File: config.mk
export PLATFORM = sky130hd
export DESIGN_NAME = command_frame_builder_crc8_core_flat
export DESIGN_NICKNAME = d
export VERILOG_FILES = /design/src/sv/cfb_pkg.sv /design/src/sv/cfb_ifs.sv /design/src/sv/command_frame_builder_crc8_core.sv /design/src/sv/cfb_cfg_regs.sv /design/src/sv/cfb_in_reg.sv /design/src/sv/cfb_sequencer.sv /design/src/flat_wrapper.sv
export SDC_FILE = /design/constraint.sdc
export NUM_CORES = 1
export LEC_CHECK = 0
export ABC_AREA = 1
export BUFFER_PORTS_ARGS = -buffer_cell sky130_fd_sc_hd__buf_4
export CAP_MARGIN = 30
export CORE_ASPECT_RATIO = 0.9
export CORE_MARGIN = 10
export CORE_UTILIZATION = 59
export DETAILED_ROUTE_END_ITERATION = 10
export HOLD_SLACK_MARGIN = 0.03
export PLACE_DENSITY = 0.86
export RECOVER_POWER = 50
export SLEW_MARGIN = 20
export SYNTH_ARGS = -nofsm -noshare
export SYNTH_HDL_FRONTEND = slang
export SYNTH_SLANG_ARGS = --single-unit
File: constraint.sdc
create_clock -name clk -period 3.46 [get_ports clk]
set_input_delay 1.038 -clock clk [delete_from_list [all_inputs] [get_ports clk]]
set_output_delay 1.038 -clock clk [all_outputs]
set_load 0.005 [all_outputs]
File: src/sv/cfb_pkg.sv
// Shared types, constants and the CRC-8 byte function of the command frame builder.
// No dependencies; every other file of the block imports this package.
`default_nettype none
package cfb_pkg;

	localparam int BYTE_W  = 8;
	localparam int COUNT_W = 7;
	localparam int IDX_W   = 8;
	localparam int POS_W   = 4;

	// Reflected Maxim polynomial
	localparam logic [BYTE_W-1:0] CRC_POLY = 8'h8C;
	localparam logic [BYTE_W-1:0] CRC_INIT = 8'h00;

	// Register indexes
	localparam logic [IDX_W-1:0] REG_SYNC_FIRST  = 8'd0;
	localparam logic [IDX_W-1:0] REG_SYNC_SECOND = 8'd1;
	localparam logic [IDX_W-1:0] REG_DEST_ADDR   = 8'd2;
	localparam logic [IDX_W-1:0] REG_SRC_ADDR    = 8'd3;

	// Register reset values
	localparam logic [BYTE_W-1:0] RST_SYNC_FIRST  = 8'h06;
	localparam logic [BYTE_W-1:0] RST_SYNC_SECOND = 8'h85;
	localparam logic [BYTE_W-1:0] RST_DEST_ADDR   = 8'h04;
	localparam logic [BYTE_W-1:0] RST_SRC_ADDR    = 8'h01;

	// Byte positions within one message's run; a message inside a frame starts at POS_ADDR
	localparam logic [POS_W-1:0] POS_SYNC1 = 4'd0;
	localparam logic [POS_W-1:0] POS_SYNC2 = 4'd1;
	localparam logic [POS_W-1:0] POS_DEST  = 4'd2;
	localparam logic [POS_W-1:0] POS_SRC   = 4'd3;
	localparam logic [POS_W-1:0] POS_LEN   = 4'd4;
	localparam logic [POS_W-1:0] POS_ADDR  = 4'd5;
	localparam logic [POS_W-1:0] POS_LO    = 4'd6;
	localparam logic [POS_W-1:0] POS_HI    = 4'd7;
	localparam logic [POS_W-1:0] POS_CRC   = 4'd8;

	typedef struct packed {
		logic [BYTE_W-1:0]  msg_address;
		logic [BYTE_W-1:0]  value_low;
		logic [BYTE_W-1:0]  value_high;
		logic [COUNT_W-1:0] message_count;
	} msg_t;

	typedef struct packed {
		logic [BYTE_W-1:0] sync_first;
		logic [BYTE_W-1:0] sync_second;
		logic [BYTE_W-1:0] dest_addr;
		logic [BYTE_W-1:0] src_addr;
	} cfg_t;

	// One byte through the reflected CRC, LSB first
	function automatic logic [BYTE_W-1:0] crc8_byte(input logic [BYTE_W-1:0] crc,
		input logic [BYTE_W-1:0] data);
		logic [BYTE_W-1:0] c;
		logic [BYTE_W-1:0] d;
		c = crc;
		d = data;
		for (int k = 0; k < BYTE_W; k++) begin
			if (c[0] ^ d[0]) begin
				c = (c >> 1) ^ CRC_POLY;
			end else begin
				c = c >> 1;
			end
			d = d >> 1;
		end
		return c;
	endfunction

endpackage
`default_nettype wire

File: src/sv/cfb_ifs.sv
// Valid/ready channel interfaces: command messages in, frame bytes out, register writes.
// Depends on cfb_pkg for widths.
`default_nettype none
interface cfb_msg_if;
	import cfb_pkg::*;
	logic               valid;
	logic               ready;
	logic [BYTE_W-1:0]  msg_address;
	logic [BYTE_W-1:0]  value_low;
	logic [BYTE_W-1:0]  value_high;
	logic [COUNT_W-1:0] message_count;
	modport source (output valid, msg_address, value_low, value_high, message_count,
		input ready);
	modport sink (input valid, msg_address, value_low, value_high, message_count,
		output ready);
endinterface

interface cfb_byte_if;
	import cfb_pkg::*;
	logic              valid;
	logic              ready;
	logic [BYTE_W-1:0] out_byte;
	logic              run_last;
	logic              frame_last;
	modport source (output valid, out_byte, run_last, frame_last, input ready);
	modport sink (input valid, out_byte, run_last, frame_last, output ready);
endinterface

interface cfb_cfg_if;
	import cfb_pkg::*;
	logic              valid;
	logic              ready;
	logic [IDX_W-1:0]  index;
	logic [BYTE_W-1:0] data;
	modport source (output valid, index, data, input ready);
	modport sink (input valid, index, data, output ready);
endinterface
`default_nettype wire

File: src/sv/command_frame_builder_crc8_core.sv
// Top level of the command frame builder: register block, input register, sequencer.
// Depends on cfb_pkg, cfb_ifs, cfb_cfg_regs, cfb_in_reg and cfb_sequencer.
//
// Each command word (address, value low, value high) becomes three bytes on the frame
// channel, one byte per cycle while the channel is ready. The first word of a frame
// samples message_count (zero counts as one) and is preceded by the header: two sync
// bytes, destination, source and a length byte of three times the count, low 8 bits.
// After the last word of the frame a reflected CRC-8 (poly 0x8C, init 0) over the
// message bytes follows, flagged by frame_last; run_last marks the final byte of each
// word's run. The byte sequencer is the limit: a run is three bytes, plus five header
// bytes when it opens a frame and the CRC when it closes one. The input register
// takes the next word while the current run drains, so runs follow without gaps.
`default_nettype none
module command_frame_builder_crc8_core (
	input  wire logic   clk,
	input  wire logic   arst_n,
	cfb_msg_if.sink     msg,
	cfb_byte_if.source  frame,
	cfb_cfg_if.sink     cfg
);
	import cfb_pkg::*;

	cfg_t regs;
	logic s1_valid;
	msg_t s1_msg;
	logic load;

	cfb_cfg_regs u_cfg_regs (
		.clk    (clk),
		.arst_n (arst_n),
		.cfg    (cfg),
		.regs   (regs)
	);

	cfb_in_reg u_in_reg (
		.clk      (clk),
		.arst_n   (arst_n),
		.msg      (msg),
		.load     (load),
		.s1_valid (s1_valid),
		.s1_msg   (s1_msg)
	);

	cfb_sequencer u_sequencer (
		.clk      (clk),
		.arst_n   (arst_n),
		.regs     (regs),
		.s1_valid (s1_valid),
		.s1_msg   (s1_msg),
		.load     (load),
		.frame    (frame)
	);

endmodule
`default_nettype wire

File: src/sv/cfb_cfg_regs.sv
// Header configuration registers written through the register write channel.
// Depends on cfb_pkg and cfb_cfg_if.
`default_nettype none
module cfb_cfg_regs (
	input  wire logic          clk,
	input  wire logic          arst_n,
	cfb_cfg_if.sink            cfg,
	output cfb_pkg::cfg_t      regs
);
	import cfb_pkg::*;

	cfg_t regs_q;

	assign cfg.ready = 1'b1;
	assign regs      = regs_q;

	// Register decode; unknown indexes are dropped
	always_ff @(posedge clk or negedge arst_n) begin
		if (!arst_n) begin
			regs_q.sync_first  <= RST_SYNC_FIRST;
			regs_q.sync_second <= RST_SYNC_SECOND;
			regs_q.dest_addr   <= RST_DEST_ADDR;
			regs_q.src_addr    <= RST_SRC_ADDR;
		end else if (cfg.valid) begin
			unique case (cfg.index)
				REG_SYNC_FIRST:  regs_q.sync_first  <= cfg.data;
				REG_SYNC_SECOND: regs_q.sync_second <= cfg.data;
				REG_DEST_ADDR:   regs_q.dest_addr   <= cfg.data;
				REG_SRC_ADDR:    regs_q.src_addr    <= cfg.data;
				default: begin
				end
			endcase
		end
	end

endmodule
`default_nettype wire

File: src/sv/cfb_in_reg.sv
// Input register holding one command message until the sequencer picks it up.
// Depends on cfb_pkg and cfb_msg_if.
`default_nettype none
module cfb_in_reg (
	input  wire logic          clk,
	input  wire logic          arst_n,
	cfb_msg_if.sink            msg,
	input  wire logic          load,
	output logic               s1_valid,
	output cfb_pkg::msg_t      s1_msg
);
	import cfb_pkg::*;

	logic valid_s1;
	msg_t msg_s1;

	// Free slot, or the held word leaves this cycle
	assign msg.ready = !valid_s1 || load;
	assign s1_valid  = valid_s1;
	assign s1_msg    = msg_s1;

	always_ff @(posedge clk or negedge arst_n) begin
		if (!arst_n) begin
			valid_s1 <= 1'b0;
		end else if (msg.ready) begin
			valid_s1 <= msg.valid;
		end
	end

	always_ff @(posedge clk) begin
		if (msg.ready && msg.valid) begin
			msg_s1.msg_address   <= msg.msg_address;
			msg_s1.value_low     <= msg.value_low;
			msg_s1.value_high    <= msg.value_high;
			msg_s1.message_count <= msg.message_count;
		end
	end

endmodule
`default_nettype wire

File: src/sv/cfb_sequencer.sv
// Frame state, byte sequencer, running CRC and output register.
// Depends on cfb_pkg and cfb_byte_if.
`default_nettype none
module cfb_sequencer (
	input  wire logic          clk,
	input  wire logic          arst_n,
	input  wire cfb_pkg::cfg_t regs,
	input  wire logic          s1_valid,
	input  wire cfb_pkg::msg_t s1_msg,
	output logic               load,
	cfb_byte_if.source         frame
);
	import cfb_pkg::*;

	// Frame state
	logic               in_frame_q;
	logic [COUNT_W-1:0] left_q;
	logic [BYTE_W-1:0]  crc_q;

	// Current message run
	logic               busy_q;
	logic [POS_W-1:0]   pos_q;
	logic               close_q;
	logic [BYTE_W-1:0]  addr_q;
	logic [BYTE_W-1:0]  lo_q;
	logic [BYTE_W-1:0]  hi_q;
	logic [BYTE_W-1:0]  len_q;
	cfg_t               hdr_q;

	// Output register
	logic               out_valid_q;
	logic [BYTE_W-1:0]  out_byte_q;
	logic               run_last_q;
	logic               frame_last_q;

	logic               out_adv;
	logic               emit;
	logic [POS_W-1:0]   last_pos;
	logic               run_end;
	logic [BYTE_W-1:0]  cur_byte;
	logic               is_msg_byte;
	logic [COUNT_W-1:0] count_fix;
	logic [COUNT_W-1:0] left_next;
	logic               close_next;
	logic [BYTE_W-1:0]  len_next;

	assign out_adv  = !out_valid_q || frame.ready;
	assign emit     = busy_q && out_adv;
	assign last_pos = close_q ? POS_CRC : POS_HI;
	assign run_end  = emit && (pos_q == last_pos);
	assign load     = s1_valid && (!busy_q || run_end);

	// Opening message: zero count counts as one
	assign count_fix  = (s1_msg.message_count == '0) ? COUNT_W'(1) : s1_msg.message_count;
	assign left_next  = in_frame_q ? (left_q - COUNT_W'(1)) : (count_fix - COUNT_W'(1));
	assign close_next = (left_next == '0);
	assign len_next   = BYTE_W'({1'b0, count_fix}) + BYTE_W'({count_fix, 1'b0});

	// Byte select by position
	always_comb begin
		is_msg_byte = 1'b0;
		unique case (pos_q)
			POS_SYNC1: cur_byte = hdr_q.sync_first;
			POS_SYNC2: cur_byte = hdr_q.sync_second;
			POS_DEST:  cur_byte = hdr_q.dest_addr;
			POS_SRC:   cur_byte = hdr_q.src_addr;
			POS_LEN:   cur_byte = len_q;
			POS_ADDR: begin
				cur_byte    = addr_q;
				is_msg_byte = 1'b1;
			end
			POS_LO: begin
				cur_byte    = lo_q;
				is_msg_byte = 1'b1;
			end
			POS_HI: begin
				cur_byte    = hi_q;
				is_msg_byte = 1'b1;
			end
			POS_CRC:   cur_byte = crc_q;
			default:   cur_byte = crc_q;
		endcase
	end

	// Control and frame state
	always_ff @(posedge clk or negedge arst_n) begin
		if (!arst_n) begin
			in_frame_q <= 1'b0;
			left_q     <= '0;
			crc_q      <= CRC_INIT;
			busy_q     <= 1'b0;
			pos_q      <= POS_SYNC1;
			close_q    <= 1'b0;
		end else begin
			// crc advances one message byte per cycle while bytes are emitted, clears after the closing byte
			if (emit && is_msg_byte) begin
				crc_q <= crc8_byte(crc_q, cur_byte);
			end else if (emit && pos_q == POS_CRC) begin
				crc_q <= CRC_INIT;
			end
			if (load) begin
				busy_q     <= 1'b1;
				pos_q      <= in_frame_q ? POS_ADDR : POS_SYNC1;
				close_q    <= close_next;
				left_q     <= left_next;
				in_frame_q <= !close_next;
			end else if (run_end) begin
				busy_q <= 1'b0;
			end else if (emit) begin
				pos_q <= pos_q + POS_W'(1);
			end
		end
	end

	// Message payload and header snapshot
	always_ff @(posedge clk) begin
		if (load) begin
			addr_q <= s1_msg.msg_address;
			lo_q   <= s1_msg.value_low;
			hi_q   <= s1_msg.value_high;
			len_q  <= len_next;
			hdr_q  <= regs;
		end
	end

	// Output register
	always_ff @(posedge clk or negedge arst_n) begin
		if (!arst_n) begin
			out_valid_q <= 1'b0;
		end else if (out_adv) begin
			out_valid_q <= emit;
		end
	end

	always_ff @(posedge clk) begin
		if (emit) begin
			out_byte_q   <= cur_byte;
			run_last_q   <= (pos_q == last_pos);
			frame_last_q <= (pos_q == POS_CRC);
		end
	end

	assign frame.valid      = out_valid_q;
	assign frame.out_byte   = out_byte_q;
	assign frame.run_last   = run_last_q;
	assign frame.frame_last = frame_last_q;

endmodule
`default_nettype wire

File: src/flat_wrapper.sv
// flat-port wrapper written by rule: the top's interface ports become plain ports
module command_frame_builder_crc8_core_flat import cfb_pkg::*;
  (clk, arst_n, msg_valid, msg_msg_address, msg_value_low, msg_value_high, msg_message_count, msg_ready, frame_valid, frame_out_byte, frame_run_last, frame_frame_last, frame_ready, cfg_valid, cfg_index, cfg_data, cfg_ready);
  cfb_msg_if msg_i ();
  cfb_byte_if frame_i ();
  cfb_cfg_if cfg_i ();
  input  wire logic clk;
  input  wire logic arst_n;
  input wire logic [$bits(msg_i.valid)-1:0] msg_valid;
  input wire logic [$bits(msg_i.msg_address)-1:0] msg_msg_address;
  input wire logic [$bits(msg_i.value_low)-1:0] msg_value_low;
  input wire logic [$bits(msg_i.value_high)-1:0] msg_value_high;
  input wire logic [$bits(msg_i.message_count)-1:0] msg_message_count;
  output wire logic [$bits(msg_i.ready)-1:0] msg_ready;
  output wire logic [$bits(frame_i.valid)-1:0] frame_valid;
  output wire logic [$bits(frame_i.out_byte)-1:0] frame_out_byte;
  output wire logic [$bits(frame_i.run_last)-1:0] frame_run_last;
  output wire logic [$bits(frame_i.frame_last)-1:0] frame_frame_last;
  input wire logic [$bits(frame_i.ready)-1:0] frame_ready;
  input wire logic [$bits(cfg_i.valid)-1:0] cfg_valid;
  input wire logic [$bits(cfg_i.index)-1:0] cfg_index;
  input wire logic [$bits(cfg_i.data)-1:0] cfg_data;
  output wire logic [$bits(cfg_i.ready)-1:0] cfg_ready;
  assign msg_i.valid = msg_valid;
  assign msg_i.msg_address = msg_msg_address;
  assign msg_i.value_low = msg_value_low;
  assign msg_i.value_high = msg_value_high;
  assign msg_i.message_count = msg_message_count;
  assign msg_ready = msg_i.ready;
  assign frame_valid = frame_i.valid;
  assign frame_out_byte = frame_i.out_byte;
  assign frame_run_last = frame_i.run_last;
  assign frame_frame_last = frame_i.frame_last;
  assign frame_i.ready = frame_ready;
  assign cfg_i.valid = cfg_valid;
  assign cfg_i.index = cfg_index;
  assign cfg_i.data = cfg_data;
  assign cfg_ready = cfg_i.ready;
  command_frame_builder_crc8_core u_core (.clk(clk), .arst_n(arst_n), .msg(msg_i), .frame(frame_i), .cfg(cfg_i));
endmodule
==> results of run 1 <==
worst paths after layout:
path	to	slack [ns]
hold / removal	u_core.u_sequencer.hi_q[3]	0.42
hold reg to reg	u_core.u_sequencer.hi_q[3]	0.42
min in group asynchronous	u_core.u_cfg_regs.regs[13]	0.98
setup reg to reg	u_core.u_sequencer.crc_q[2]	0.50
setup / recovery	msg_ready	0.15
max in group asynchronous	u_core.u_cfg_regs.regs[6]	1.57
layer usage:
layer | up-vias | GRT usage [%] | wire length (um)
met1 | 2435 | 22.7 | 6360
met4 | 0 | 9.96 | 473
met5 | - | 0 | 0
met2 | 198 | 29.7 | 7370
li1 | 2471 | - | -
met3 | 53 | 5.60 | 1130
power by group through the flow:
| stage | logic (uW) | registers, uW | clock network, uW |
|---|---|---|---|
| 6_report | 2810 | 2550 | 1810 |
| 5_1_grt | 3150 | 2580 | 1900 |
| 4_1_cts | 2780 | 2550 | 1810 |
| 3_5_place_dp | 2740 | 2580 | 0 |
| 3_3_place_gp | 2620 | 2570 | 0 |
| 2_1_floorplan | 2130 | 2550 | 0 |
registers in the layout, indices dropped and copies added (netlist names), 4 cells and up:
signal / flops
u_core.u_cfg_regs.regs: 32
u_core.u_sequencer.hdr_q: 32
u_core.u_in_reg.s1_msg: 31
u_core.u_sequencer.addr_q: 8
u_core.u_sequencer.crc_q: 8
u_core.u_sequencer.frame.out_byte: 8
u_core.u_sequencer.hi_q: 8
u_core.u_sequencer.len_q: 8
u_core.u_sequencer.lo_q: 8
u_core.u_sequencer.left_q: 7
u_core.u_sequencer.pos_q: 4
cell families (layout without fill, tap and decap cells):
| group | after synthesis | after routing |
|---|---|---|
| buffers and inverters | 82 | 165 |
| AND/OR/NAND/NOR | 332 | 332 |
| XOR/XNOR | 12 | 12 |
| other | 1 | 1 |
| adder cells (fa/ha/maj) | 11 | 11 |
| flip-flops | 161 | 161 |
| AO/OA/AOI/OAI | 86 | 86 |
cells in the mapped netlist (all sizes together):
master | count | area [sq um]
or2 | 3 | 18.8
o21bai | 2 | 15.0
dfrtp | 49 | 1230
clkinv | 1 | 5.00
nand2 | 188 | 777
nor3 | 1 | 5.00
nor2 | 40 | 193
inv | 64 | 240
o32ai | 1 | 8.76
xnor2 | 2 | 17.5
a21o | 1 | 7.51
nor3b | 1 | 7.51
o211ai | 1 | 7.51
ha | 11 | 138
nand3 | 80 | 435
o21ai | 64 | 320
clkbuf | 6 | 22.5
nand4 | 16 | 128
xor2 | 10 | 95.1
edfxtp | 105 | 3150
dfstp | 7 | 184
or4 | 1 | 7.51
buf | 11 | 76.3
o211a | 1 | 10.0
nand3b | 2 | 15.0
a31oi | 2 | 12.5
o22ai | 2 | 12.5
conb | 1 | 3.75
a21oi | 12 | 63.8
cell type report:
class                      count  area (sq um)
fill                         794          3590
sequential                   161          4560
clock inverter                15           140
multi-input combinational    442          2310
timing repair buffer          68           513
inverter                      65           245
clock buffer                  17           425
tap                          160           200
cells in the final DEF, fill, tap and decap left out, types with 6 or more instances in the layout:
| cell | n |
|---|---|
| nand2_1 | 173 |
| buf_4 | 28 |
| inv_2 | 10 |
| dfrtp_1 | 49 |
| nand3_1 | 73 |
| ha_1 | 11 |
| clkbuf_16 | 17 |
| nand3_2 | 7 |
| xor2_1 | 9 |
| nand4_1 | 13 |
| clkbuf_4 | 36 |
| nor2_2 | 6 |
| o21ai_0 | 59 |
| inv_1 | 54 |
| a21oi_1 | 11 |
| clkinv_2 | 7 |
| nand2_2 | 10 |
| edfxtp_1 | 105 |
| nor2_1 | 29 |
metrics by stage:
step                total power [uW]  setup WS (ns)  std cells
finish                          7160          0.150        928
global route                    7630       0.000512        928
CTS                             7140          0.128        928
detailed placement              5320          0.120        896
global placement                5190          0.270        896
floorplan                       4680          0.235        685
==> impl_metrics.prom, run 1 <==
# TYPE chip_impl_metric gauge
chip_impl_info{name="rsz0062_at_grt",value="false"} 1
chip_impl_metric{name="cp_num_buf_inv",unit=""} 6
chip_impl_metric{name="rr_worst_depth",unit=""} 19
chip_impl_metric{name="die_width",unit="um"} 136
chip_impl_metric{name="synth_simple_gate_area_share",unit="%"} 22.0
chip_impl_metric{name="power.net_switching",unit="uW"} 2770
chip_impl_metric{name="yosys_register_bits",unit=""} 161
chip_impl_metric{name="detailedRoute.firstIterationViolations",unit=""} 569
chip_impl_metric{name="power.density_cell_area",unit="nW/um^2"} 853
chip_impl_metric{name="cts_hold_repair.buffers",unit=""} 0
chip_impl_metric{name="drt_pass1_iterations",unit=""} 5
chip_impl_metric{name="vdd_ir_drop_max",unit="V"} 0.000475
chip_impl_info{name="crit_path_start_kind",value="input pin"} 1
chip_impl_metric{name="path_depth",unit=""} 10
chip_impl_metric{name="routabilityCongestion",unit=""} 0.861
chip_impl_metric{name="antenna_found_initial",unit=""} 0
chip_impl_info{name="worst_path_max_delay_cell",value="o21ai_1"} 1
chip_impl_metric{name="final_number_of_setup_violating_endpoints",unit=""} 0
chip_impl_metric{name="fin_worst_skew",unit="ns"} 0.0101
chip_impl_metric{name="timing_hold_violations_final",unit=""} 0
chip_impl_metric{name="port_buffers",unit=""} 63
chip_impl_metric{name="syn-instance-count",unit=""} 685
chip_impl_metric{name="critPathRequiredTime",unit="ns"} 2.42
chip_impl_metric{name="vias",unit=""} 5157
chip_impl_metric{name="synth-seq-area-share",unit="%"} 63.3
chip_impl_metric{name="layout.cell_area.non_filler",unit="sq um"} 8400
chip_impl_info{name="crit_path_end_kind",value="output port"} 1
chip_impl_metric{name="syn_nets",unit=""} 748
chip_impl_metric{name="syn-cell-area",unit="sq um"} 7210
chip_impl_metric{name="total_leakage_power",unit="uW"} 0.00370
chip_impl_metric{name="clock_tree_buf_depth",unit=""} 2
chip_impl_metric{name="via_per_inst",unit=""} 5.56
chip_impl_metric{name="synthMuxAreaShare",unit="%"} 0
chip_impl_metric{name="timing_max_transition_violations_final",unit=""} 57
chip_impl_metric{name="cts_sinks",unit=""} 161
chip_impl_metric{name="rows",unit=""} 38
chip_impl_metric{name="pwr-share-comb",unit="%"} 39.2
chip_impl_info{name="ctsRootBufferMaster",value="clkbuf_16"} 1
chip_impl_metric{name="finalNetCount",unit=""} 818
chip_impl_metric{name="grt_pass1_vias",unit=""} 5256
chip_impl_metric{name="dp_hpwl",unit="mm"} 10.6
chip_impl_metric{name="fp.dieH",unit="um"} 125
chip_impl_metric{name="final_util",unit="%"} 70.1
chip_impl_metric{name="final.hold.worst_slack",unit="ns"} 0.419
chip_impl_info{name="critical-path-top-cell-by-count",value="inv_1"} 1
chip_impl_metric{name="seq_power_share",unit="%"} 35.6
chip_impl_info{name="synth_top_family_by_area",value="simple AND/OR/NAND/NOR gates"} 1
chip_impl_metric{name="dieArea",unit="sq um"} 17000
chip_impl_metric{name="io_pins",unit=""} 65
chip_impl_metric{name="final_critical_path_share_of_the_clock_period",unit="%"} 95.7
chip_impl_metric{name="worst_setup_hold_path_clk_slew",unit="ns"} 0.06
chip_impl_metric{name="totalWireLength",unit="mm"} 15.3
chip_impl_metric{name="grt_max_degree",unit=""} 67
chip_impl_metric{name="worstPathMaxFanout",unit=""} 3
chip_impl_metric{name="maxClockFrequency",unit="MHz"} 302
chip_impl_info{name="setup.worst_path.class",value="in2out"} 1
chip_impl_metric{name="post-route-min-period",unit="ns"} 3.31
chip_impl_metric{name="route.detailed.wl_per_inst",unit="um"} 16.5
chip_impl_metric{name="share_clk_of_total_power",unit="%"} 25.2
chip_impl_metric{name="cts-resized-gates",unit=""} 0
chip_impl_info{name="path_delay_family",value="buffers and inverters"} 1
chip_impl_metric{name="ant_nets",unit=""} 0
chip_impl_metric{name="power_switching_share",unit="%"} 38.6
chip_impl_metric{name="post-cts-setup-buffers",unit=""} 0
chip_impl_metric{name="post_synth_num_cell_types",unit=""} 43
chip_impl_metric{name="postSynthAreaPerCell",unit="sq um"} 10.5
chip_impl_metric{name="min_delay_path_depth",unit=""} 0
chip_impl_metric{name="cap_violations",unit=""} 1
chip_impl_metric{name="grt_remaining_overflow",unit=""} 0
chip_impl_metric{name="internal-power",unit="uW"} 4400
chip_impl_metric{name="core_area",unit="sq um"} 12000
chip_impl_info{name="setup.worst_path.start",value="frame_ready"} 1
chip_impl_metric{name="ys.warnings.count",unit=""} 0
chip_impl_metric{name="drive_gt1_share",unit="%"} 19.8
chip_impl_metric{name="clk_latency_worst_skew_pair",unit="ns"} 0.44
chip_impl_metric{name="synth_compound_area_share",unit="%"} 6.36
chip_impl_metric{name="drc",unit=""} 0
chip_impl_metric{name="cts_buffers",unit=""} 17
chip_impl_metric{name="critPathMaxStageDelay",unit="ns"} 0.20
chip_impl_metric{name="post_synth_xor_area_fraction",unit="%"} 1.56
chip_impl_metric{name="fin_tns_setup",unit="ns"} 0
chip_impl_metric{name="timing_worst_slew_pin_value",unit="ns"} 1.52
chip_impl_metric{name="insertedDiodeCount",unit=""} 0
chip_impl_metric{name="htree_levels",unit=""} 4
chip_impl_metric{name="placed_cell_area",unit="sq um"} 7840
chip_impl_info{name="worst_hold_path_class",value="reg2reg"} 1
chip_impl_metric{name="critPathArrivalTime",unit="ns"} 2.27
chip_impl_metric{name="worst_slew_margin_rel",unit="%"} -1.38
chip_impl_info{name="outcome",value="complete, but fails checks"} 1
chip_impl_info{name="violations_in_the_final_reports",value="max-capacitance violations, max-slew violations"} 1
chip_impl_info{name="clock_tree_from_tritoncts",value="done"} 1
chip_impl_metric{name="global_route_wire_length_before_repair",unit="mm"} 25.4
chip_impl_metric{name="synth_fa_ha_area_share",unit="%"} 1.91
chip_impl_info{name="timing.rr.start",value="u_core.u_sequencer.pos_q[0]"} 1
chip_impl_metric{name="globalRouteTotalUtil",unit="%"} 18.8
chip_impl_metric{name="flow.area_growth_from_synthesis",unit="%"} 16.5
chip_impl_info{name="crit_path_cell_trace",value="clkbuf_4 > inv_1 > nand2_1 > nor2_1 > inv_1 > o21ai_1 > inv_1 > nor2_1 > inv_1 > buf_4"} 1
chip_impl_metric{name="effective_utilization_at_floorplan",unit="%"} 60.1
chip_impl_info{name="startpoint_of_the_lowest_slack_hold_path",value="u_core.u_in_reg.s1_msg[10]"} 1
Note: power is estimated with default switching activity, not from simulation.
==> inputs of run 2 (changes only) <==
--- a/config.mk
+++ b/config.mk
@@ -6,14 +6,14 @@
 export NUM_CORES = 1
 export LEC_CHECK = 0
 export ABC_AREA = 1
-export BUFFER_PORTS_ARGS = -buffer_cell sky130_fd_sc_hd__buf_4
 export CAP_MARGIN = 30
 export CORE_ASPECT_RATIO = 0.9
 export CORE_MARGIN = 10
-export CORE_UTILIZATION = 59
+export CORE_UTILIZATION = 60
 export DETAILED_ROUTE_END_ITERATION = 10
+export DONT_BUFFER_PORTS = 1
 export HOLD_SLACK_MARGIN = 0.03
-export PLACE_DENSITY = 0.86
+export PLACE_DENSITY = 0.83
 export RECOVER_POWER = 50
 export SLEW_MARGIN = 20
 export SYNTH_ARGS = -nofsm -noshare
==> impl_metrics.prom, run 2 (same netlist as run 1, synthesis figures left out) <==
# TYPE chip_impl_metric gauge
chip_impl_info{name="outcome",value="finished clean"} 1
chip_impl_metric{name="antenna_found_initial",unit=""} 0
chip_impl_metric{name="fin_worst_skew",unit="ns"} 0.00824
chip_impl_info{name="layout_commonest_cell",value="nand2_1"} 1
chip_impl_metric{name="grt_remaining_overflow",unit=""} 0
chip_impl_metric{name="final_number_of_setup_violating_endpoints",unit=""} 0
chip_impl_metric{name="grt_pass1_vias",unit=""} 4825
chip_impl_metric{name="critPathMaxStageDelay",unit="ns"} 0.44
chip_impl_info{name="timing.rr.start",value="u_core.u_sequencer.pos_q[0]"} 1
chip_impl_metric{name="detailedRoute.firstIterationViolations",unit=""} 537
chip_impl_metric{name="final_critical_path_share_of_the_clock_period",unit="%"} 92.5
chip_impl_info{name="crit_path_start_kind",value="register"} 1
chip_impl_metric{name="regToRegSetupSlack",unit="ns"} 0.60
chip_impl_metric{name="cts_buffers",unit=""} 17
chip_impl_info{name="worst_path_max_delay_cell",value="dfrtp_1"} 1
chip_impl_metric{name="critPathArrivalTime",unit="ns"} 2.16
chip_impl_metric{name="placed_cell_area",unit="sq um"} 7370
chip_impl_metric{name="finalNetCount",unit=""} 756
chip_impl_info{name="setup.worst_path.class",value="reg2out"} 1
chip_impl_metric{name="io_pins",unit=""} 65
chip_impl_metric{name="cts-resized-gates",unit=""} 0
chip_impl_metric{name="drt_pass1_iterations",unit=""} 5
chip_impl_info{name="ctsRootBufferMaster",value="clkbuf_16"} 1
chip_impl_metric{name="maxClockFrequency",unit="MHz"} 312
chip_impl_info{name="r2r_end",value="u_core.u_sequencer.crc_q[2]"} 1
chip_impl_metric{name="clock_tree_buf_depth",unit=""} 2
chip_impl_metric{name="flow.area_growth_from_synthesis",unit="%"} 10.4
chip_impl_metric{name="total_leakage_power",unit="uW"} 0.00341
chip_impl_metric{name="effective_utilization_at_floorplan",unit="%"} 62.3
chip_impl_info{name="worst_hold_path_class",value="in2async"} 1
chip_impl_metric{name="rr_worst_depth",unit=""} 16
chip_impl_metric{name="cts_sinks",unit=""} 161
chip_impl_metric{name="cap_violations",unit=""} 0
chip_impl_metric{name="timing_worst_slew_pin_value",unit="ns"} 0.899
chip_impl_metric{name="insertedDiodeCount",unit=""} 0
chip_impl_info{name="critical-path-top-cell-by-count",value="inv_1"} 1
chip_impl_metric{name="dieArea",unit="sq um"} 16800
chip_impl_metric{name="drc",unit=""} 0
chip_impl_metric{name="vias",unit=""} 4988
chip_impl_metric{name="port_buffers",unit=""} 0
chip_impl_metric{name="finished_layout_cells",unit=""} 862
chip_impl_metric{name="grt_max_degree",unit=""} 74
chip_impl_info{name="clock_tree_from_tritoncts",value="done"} 1
chip_impl_metric{name="post-route-min-period",unit="ns"} 3.20
chip_impl_info{name="crit_path_cell_trace",value="inv_2 > nor2_1 > inv_1 > o32ai_1 > o21ai_1 > inv_1 > nor2_1 > inv_1"} 1
chip_impl_metric{name="htree_levels",unit=""} 4
chip_impl_metric{name="place_inst",unit=""} 830
chip_impl_info{name="rsz0062_at_grt",value="false"} 1
chip_impl_metric{name="clk_latency_worst_skew_pair",unit="ns"} 0.44
chip_impl_metric{name="worstPathMaxFanout",unit=""} 16
chip_impl_metric{name="die_width",unit="um"} 136
chip_impl_metric{name="final_util",unit="%"} 68.7
chip_impl_metric{name="via_per_inst",unit=""} 5.79
chip_impl_info{name="mostFrequentLayoutCells",value="nand2_1, edfxtp_1, nand3_1"} 1
chip_impl_metric{name="critPathRequiredTime",unit="ns"} 2.42
chip_impl_metric{name="worst_setup_hold_path_clk_slew",unit="ns"} 0.06
chip_impl_metric{name="layout.cell_area.non_filler",unit="sq um"} 7960
chip_impl_metric{name="worst_slew_margin_rel",unit="%"} 39.9
chip_impl_metric{name="global_route_wire_length_before_repair",unit="mm"} 24.1
chip_impl_metric{name="drive_gt1_share",unit="%"} 13.3
chip_impl_metric{name="vdd_ir_drop_max",unit="V"} 0.000617
chip_impl_metric{name="dp_hpwl",unit="mm"} 10.3
chip_impl_metric{name="timing_hold_violations_final",unit=""} 0
chip_impl_metric{name="cts_hold_repair.buffers",unit=""} 0
chip_impl_metric{name="core_area",unit="sq um"} 11600
chip_impl_metric{name="post-cts-setup-buffers",unit=""} 0
chip_impl_info{name="crit_path_end_kind",value="output port"} 1
chip_impl_metric{name="totalWireLength",unit="mm"} 15.1
chip_impl_metric{name="globalRouteTotalUtil",unit="%"} 18.7
chip_impl_metric{name="ant_nets",unit=""} 0
chip_impl_metric{name="fin_tns_setup",unit="ns"} 0
chip_impl_metric{name="routabilityCongestion",unit=""} 0.922
chip_impl_metric{name="fp.dieH",unit="um"} 124
chip_impl_metric{name="route.detailed.wl_per_inst",unit="um"} 17.5
chip_impl_metric{name="power.density_cell_area",unit="nW/um^2"} 890
chip_impl_metric{name="timing_max_transition_violations_final",unit=""} 0
chip_impl_metric{name="rows",unit=""} 37
-- run 2: cell type report --
| type | instances | area, sq um |
|---|---|---|
| sequential | 161 | 4560 |
| tap | 156 | 195 |
| clock buffer | 17 | 425 |
| fill | 827 | 3620 |
| inverter | 65 | 245 |
| timing repair buffer | 6 | 53.8 |
| multi-input combinational | 442 | 2310 |
| clock inverter | 15 | 160 |
-- run 2: worst max path at each step --
stage                                      startpoint                   endpoint  slack (ns)  depth (start not counted)
after global routing      u_core.u_sequencer.pos_q[3]                  msg_ready        0.04                          8
after floorplan                           frame_ready  u_core.u_in_reg.s1_msg[0]        0.23                          8
after detailed placement                  frame_ready                  msg_ready        0.35                          8
after CTS                 u_core.u_sequencer.pos_q[3]                  msg_ready        0.25                          8
final                     u_core.u_sequencer.pos_q[3]                  msg_ready        0.26                          8
after global placement                    frame_ready                  msg_ready        0.42                          8
-- run 2: power breakdown --
group | switching [uW] | leakage, uW | total [uW] | internal, uW
registers | 173 | 0.00167 | 2570 | 2400
clock network | 781 | 0.000280 | 1850 | 1070
logic | 1800 | 0.00146 | 2660 | 866
total | 2750 | 0.00341 | 7080 | 4330
-- run 2: layer usage --
metal,vias up,global-route usage [%],wire length (um)
met4,0,8.74,383
met3,28,6.08,1150
li1,2341,-,-
met2,203,30.3,7310
met5,-,0,0
met1,2416,22.5,6290
-- run 2: per-stage QoR --
| step | worst slack [ns] | total power [uW] | hold slack, ns |
|---|---|---|---|
| after floorplan | 0.235 | 4680 | 0.400 |
| after global placement | 0.421 | 5080 | 0.404 |
| after detailed placement | 0.347 | 5210 | 0.407 |
| after CTS | 0.249 | 7070 | 0.286 |
| after global routing | 0.0386 | 7540 | 0.277 |
| final | 0.259 | 7080 | 0.299 |
-- run 2: worst max-delay path, delay by kind of cell, from the launching register on --
kind	cells	cell delay [ns]
buf+inv	4	0.59
compound gates	2	0.42
simple gates	2	0.30
flops	1	0.44
==> inputs of run 3 (changes only) <==
--- a/config.mk
+++ b/config.mk
@@ -13,6 +13,7 @@
 export DETAILED_ROUTE_END_ITERATION = 10
 export DONT_BUFFER_PORTS = 1
 export HOLD_SLACK_MARGIN = 0.03
+export MAX_ROUTING_LAYER = met4
 export PLACE_DENSITY = 0.83
 export RECOVER_POWER = 50
 export SLEW_MARGIN = 20
==> constraint.sdc (replaced) <==
create_clock -name clk -period 3.4 [get_ports clk]
set_input_delay 1.02 -clock clk [delete_from_list [all_inputs] [get_ports clk]]
set_output_delay 1.02 -clock clk [all_outputs]
set_load 0.005 [all_outputs]
==> impl_metrics.prom, run 3 (same netlist as run 1, synthesis figures left out) <==
# TYPE chip_impl_metric gauge
chip_impl_info{name="setup.worst_path.class",value="reg2out"} 1
chip_impl_metric{name="fin_tns_setup",unit="ns"} 0
chip_impl_info{name="crit_path_start_kind",value="register"} 1
chip_impl_metric{name="dp_hpwl",unit="mm"} 10.2
chip_impl_info{name="rsz0062_at_grt",value="false"} 1
chip_impl_metric{name="die_width",unit="um"} 136
chip_impl_metric{name="rows",unit=""} 37
chip_impl_metric{name="rr_worst_depth",unit=""} 17
chip_impl_metric{name="fp.dieH",unit="um"} 124
chip_impl_metric{name="via_per_inst",unit=""} 5.75
chip_impl_info{name="crit_path_end_kind",value="output port"} 1
chip_impl_metric{name="power.density_cell_area",unit="nW/um^2"} 917
chip_impl_metric{name="detailedRoute.firstIterationViolations",unit=""} 497
chip_impl_metric{name="antenna_found_initial",unit=""} 0
chip_impl_metric{name="path_depth",unit=""} 7
chip_impl_info{name="clock_tree_from_tritoncts",value="done"} 1
chip_impl_metric{name="globalRouteTotalUtil",unit="%"} 19.0
chip_impl_metric{name="critPathRequiredTime",unit="ns"} 2.38
chip_impl_metric{name="grt_max_degree",unit=""} 74
chip_impl_info{name="path_delay_family",value="compound AO/OA/AOI/OAI gates"} 1
chip_impl_info{name="outcome",value="finished clean"} 1
chip_impl_info{name="ctsRootBufferMaster",value="clkbuf_16"} 1
chip_impl_metric{name="routabilityCongestion",unit=""} 0.918
chip_impl_metric{name="cp_num_buf_inv",unit=""} 3
chip_impl_metric{name="global_route_wire_length_before_repair",unit="mm"} 24.0
chip_impl_metric{name="core_area",unit="sq um"} 11600
chip_impl_metric{name="timing_max_transition_violations_final",unit=""} 0
chip_impl_metric{name="critPathMaxStageDelay",unit="ns"} 0.43
chip_impl_metric{name="worstPathMaxFanout",unit=""} 16
chip_impl_metric{name="power.net_switching",unit="uW"} 2830
chip_impl_metric{name="area.sequential",unit="sq um"} 4560
chip_impl_metric{name="final_critical_path_share_of_the_clock_period",unit="%"} 94.2
chip_impl_metric{name="regToRegSetupSlack",unit="ns"} 0.48
chip_impl_metric{name="seq_power_share",unit="%"} 35.7
chip_impl_metric{name="maxClockFrequency",unit="MHz"} 312
chip_impl_metric{name="vdd_ir_drop_max",unit="V"} 0.000547
chip_impl_info{name="critical-path-top-cell-by-count",value="inv_1"} 1
chip_impl_metric{name="total_leakage_power",unit="uW"} 0.00342
chip_impl_metric{name="fin_worst_skew",unit="ns"} 0.00921
chip_impl_metric{name="pre_cts_ws",unit="ns"} 0.315
chip_impl_metric{name="flow.area_growth_from_synthesis",unit="%"} 10.6
chip_impl_metric{name="finalNetCount",unit=""} 755
chip_impl_metric{name="area_of_combinational_cells_with_multiple_inputs",unit="sq um"} 2310
chip_impl_metric{name="cts_hold_repair.buffers",unit=""} 0
chip_impl_metric{name="least_setup_slack_across_all_paths_after_layout",unit="ns"} 0.196
chip_impl_metric{name="num-fill-cells",unit=""} 803
chip_impl_metric{name="io_pins",unit=""} 65
chip_impl_info{name="crit_path_cell_trace",value="inv_2 > nand2_1 > o32ai_1 > o21ai_1 > inv_1 > nor2_1 > inv_1"} 1
chip_impl_metric{name="critPathArrivalTime",unit="ns"} 2.18
chip_impl_metric{name="internal-power",unit="uW"} 4480
chip_impl_metric{name="cap_violations",unit=""} 0
chip_impl_metric{name="post-route-min-period",unit="ns"} 3.20
chip_impl_metric{name="clk_latency_worst_skew_pair",unit="ns"} 0.43
chip_impl_metric{name="totalWireLength",unit="mm"} 14.8
chip_impl_metric{name="vias",unit=""} 4947
chip_impl_info{name="worst_path_max_delay_cell",value="dfrtp_1"} 1
chip_impl_metric{name="drive_gt1_share",unit="%"} 12.5
chip_impl_metric{name="grt_pass1_vias",unit=""} 4958
chip_impl_metric{name="worst_setup_hold_path_clk_slew",unit="ns"} 0.06
chip_impl_metric{name="clock_tree_buf_depth",unit=""} 2
chip_impl_metric{name="htree_levels",unit=""} 4
chip_impl_info{name="mostFrequentLayoutCells",value="nand2_1, edfxtp_1, nand3_1"} 1
chip_impl_metric{name="cts_sinks",unit=""} 161
chip_impl_metric{name="share_clk_of_total_power",unit="%"} 26.7
chip_impl_metric{name="grt_remaining_overflow",unit=""} 0
chip_impl_metric{name="timing_worst_slew_pin_value",unit="ns"} 0.873
chip_impl_metric{name="timing_hold_violations_final",unit=""} 0
chip_impl_metric{name="drt_pass1_iterations",unit=""} 5
chip_impl_metric{name="power_switching_share",unit="%"} 38.7
chip_impl_metric{name="effective_utilization_at_floorplan",unit="%"} 62.3
chip_impl_metric{name="port_buffers",unit=""} 0
chip_impl_info{name="layout_commonest_cell",value="nand2_1"} 1
chip_impl_metric{name="cts-resized-gates",unit=""} 0
chip_impl_metric{name="cts_buffers",unit=""} 17
chip_impl_metric{name="final_number_of_setup_violating_endpoints",unit=""} 0
chip_impl_metric{name="dieArea",unit="sq um"} 16800
chip_impl_metric{name="insertedDiodeCount",unit=""} 0
chip_impl_metric{name="worst_slew_margin_rel",unit="%"} 41.7
chip_impl_metric{name="route.detailed.wl_per_inst",unit="um"} 17.2
chip_impl_metric{name="drc",unit=""} 0
chip_impl_metric{name="ant_nets",unit=""} 0
chip_impl_metric{name="post-cts-setup-buffers",unit=""} 0
chip_impl_info{name="worst_hold_path_class",value="in2async"} 1
chip_impl_metric{name="pwr-share-comb",unit="%"} 37.6
## run 3: cell types whose count changed in the layout (fill, tap and decap cells not counted)
| cell | delta |
|---|---|
| clkbuf_1 | +1 |
| dfstp_2 | -5 |
| dfstp_1 | +5 |
| clkinv_4 | -1 |
| clkinv_1 | -1 |
| buf_4 | -1 |
| clkinvlp_4 | -1 |
| inv_6 | +1 |
| bufinv_16 | +1 |
## run 3: final cells by class
type | count | area share [%]
Clock buffer | 18 | 5.38
Multi-Input combinational cell | 442 | 29.0
Clock inverter | 14 | 2.24
Tap cell | 156 | 2.45
Timing Repair Buffer | 5 | 0.581
Inverter | 65 | 3.08
Sequential cell | 161 | 57.2
## run 3: worst paths after layout
check                                            start                     endpoint
min                                             arst_n   u_core.u_cfg_regs.regs[21]
min reg2reg                 u_core.u_in_reg.s1_msg[21]   u_core.u_sequencer.lo_q[6]
min in group clk            u_core.u_in_reg.s1_msg[21]   u_core.u_sequencer.lo_q[6]
max in group asynchronous                       arst_n   u_core.u_cfg_regs.regs[23]
max                        u_core.u_sequencer.pos_q[3]                    msg_ready
max reg2reg                u_core.u_sequencer.pos_q[0]  u_core.u_sequencer.crc_q[2]
## run 3: power by group through the flow
stage | clock network, uW | registers, uW | logic (uW)
finish | 1950 | 2610 | 2750
global route | 2070 | 2640 | 3050
CTS | 1980 | 2610 | 2700
detailed placement | 0 | 2640 | 2680
global placement | 0 | 2630 | 2540
floorplan | 0 | 2600 | 2170
## run 3: metrics by stage
| stage | instance area (sq um) | power (uW) | std cells | hold WS [ns] | utilization, % |
|---|---|---|---|---|---|
| 2_1_floorplan | 7210 | 4760 | 685 | 0.400 | - |
| 3_3_place_gp | 7370 | 5180 | 829 | 0.406 | 63.7 |
| 3_5_place_dp | 7370 | 5320 | 829 | 0.407 | 63.7 |
| 4_1_cts | 7980 | 7290 | 861 | 0.271 | 68.9 |
| 5_1_grt | 7970 | 7760 | 861 | 0.267 | 68.9 |
| 6_report | 7970 | 7310 | 861 | 0.288 | 68.9 |
## run 3: per-layer routing
| metal | GRT usage [%] | vias up | share of wire, % |
|---|---|---|---|
| li1 | - | 2340 | - |
| met1 | 22.2 | 2370 | 43 |
| met2 | 29.9 | 201 | 47 |
| met3 | 5.76 | 36 | 6.9 |
| met4 | 8.87 | 0 | 2.6 |
| met5 | - | - | 0 |
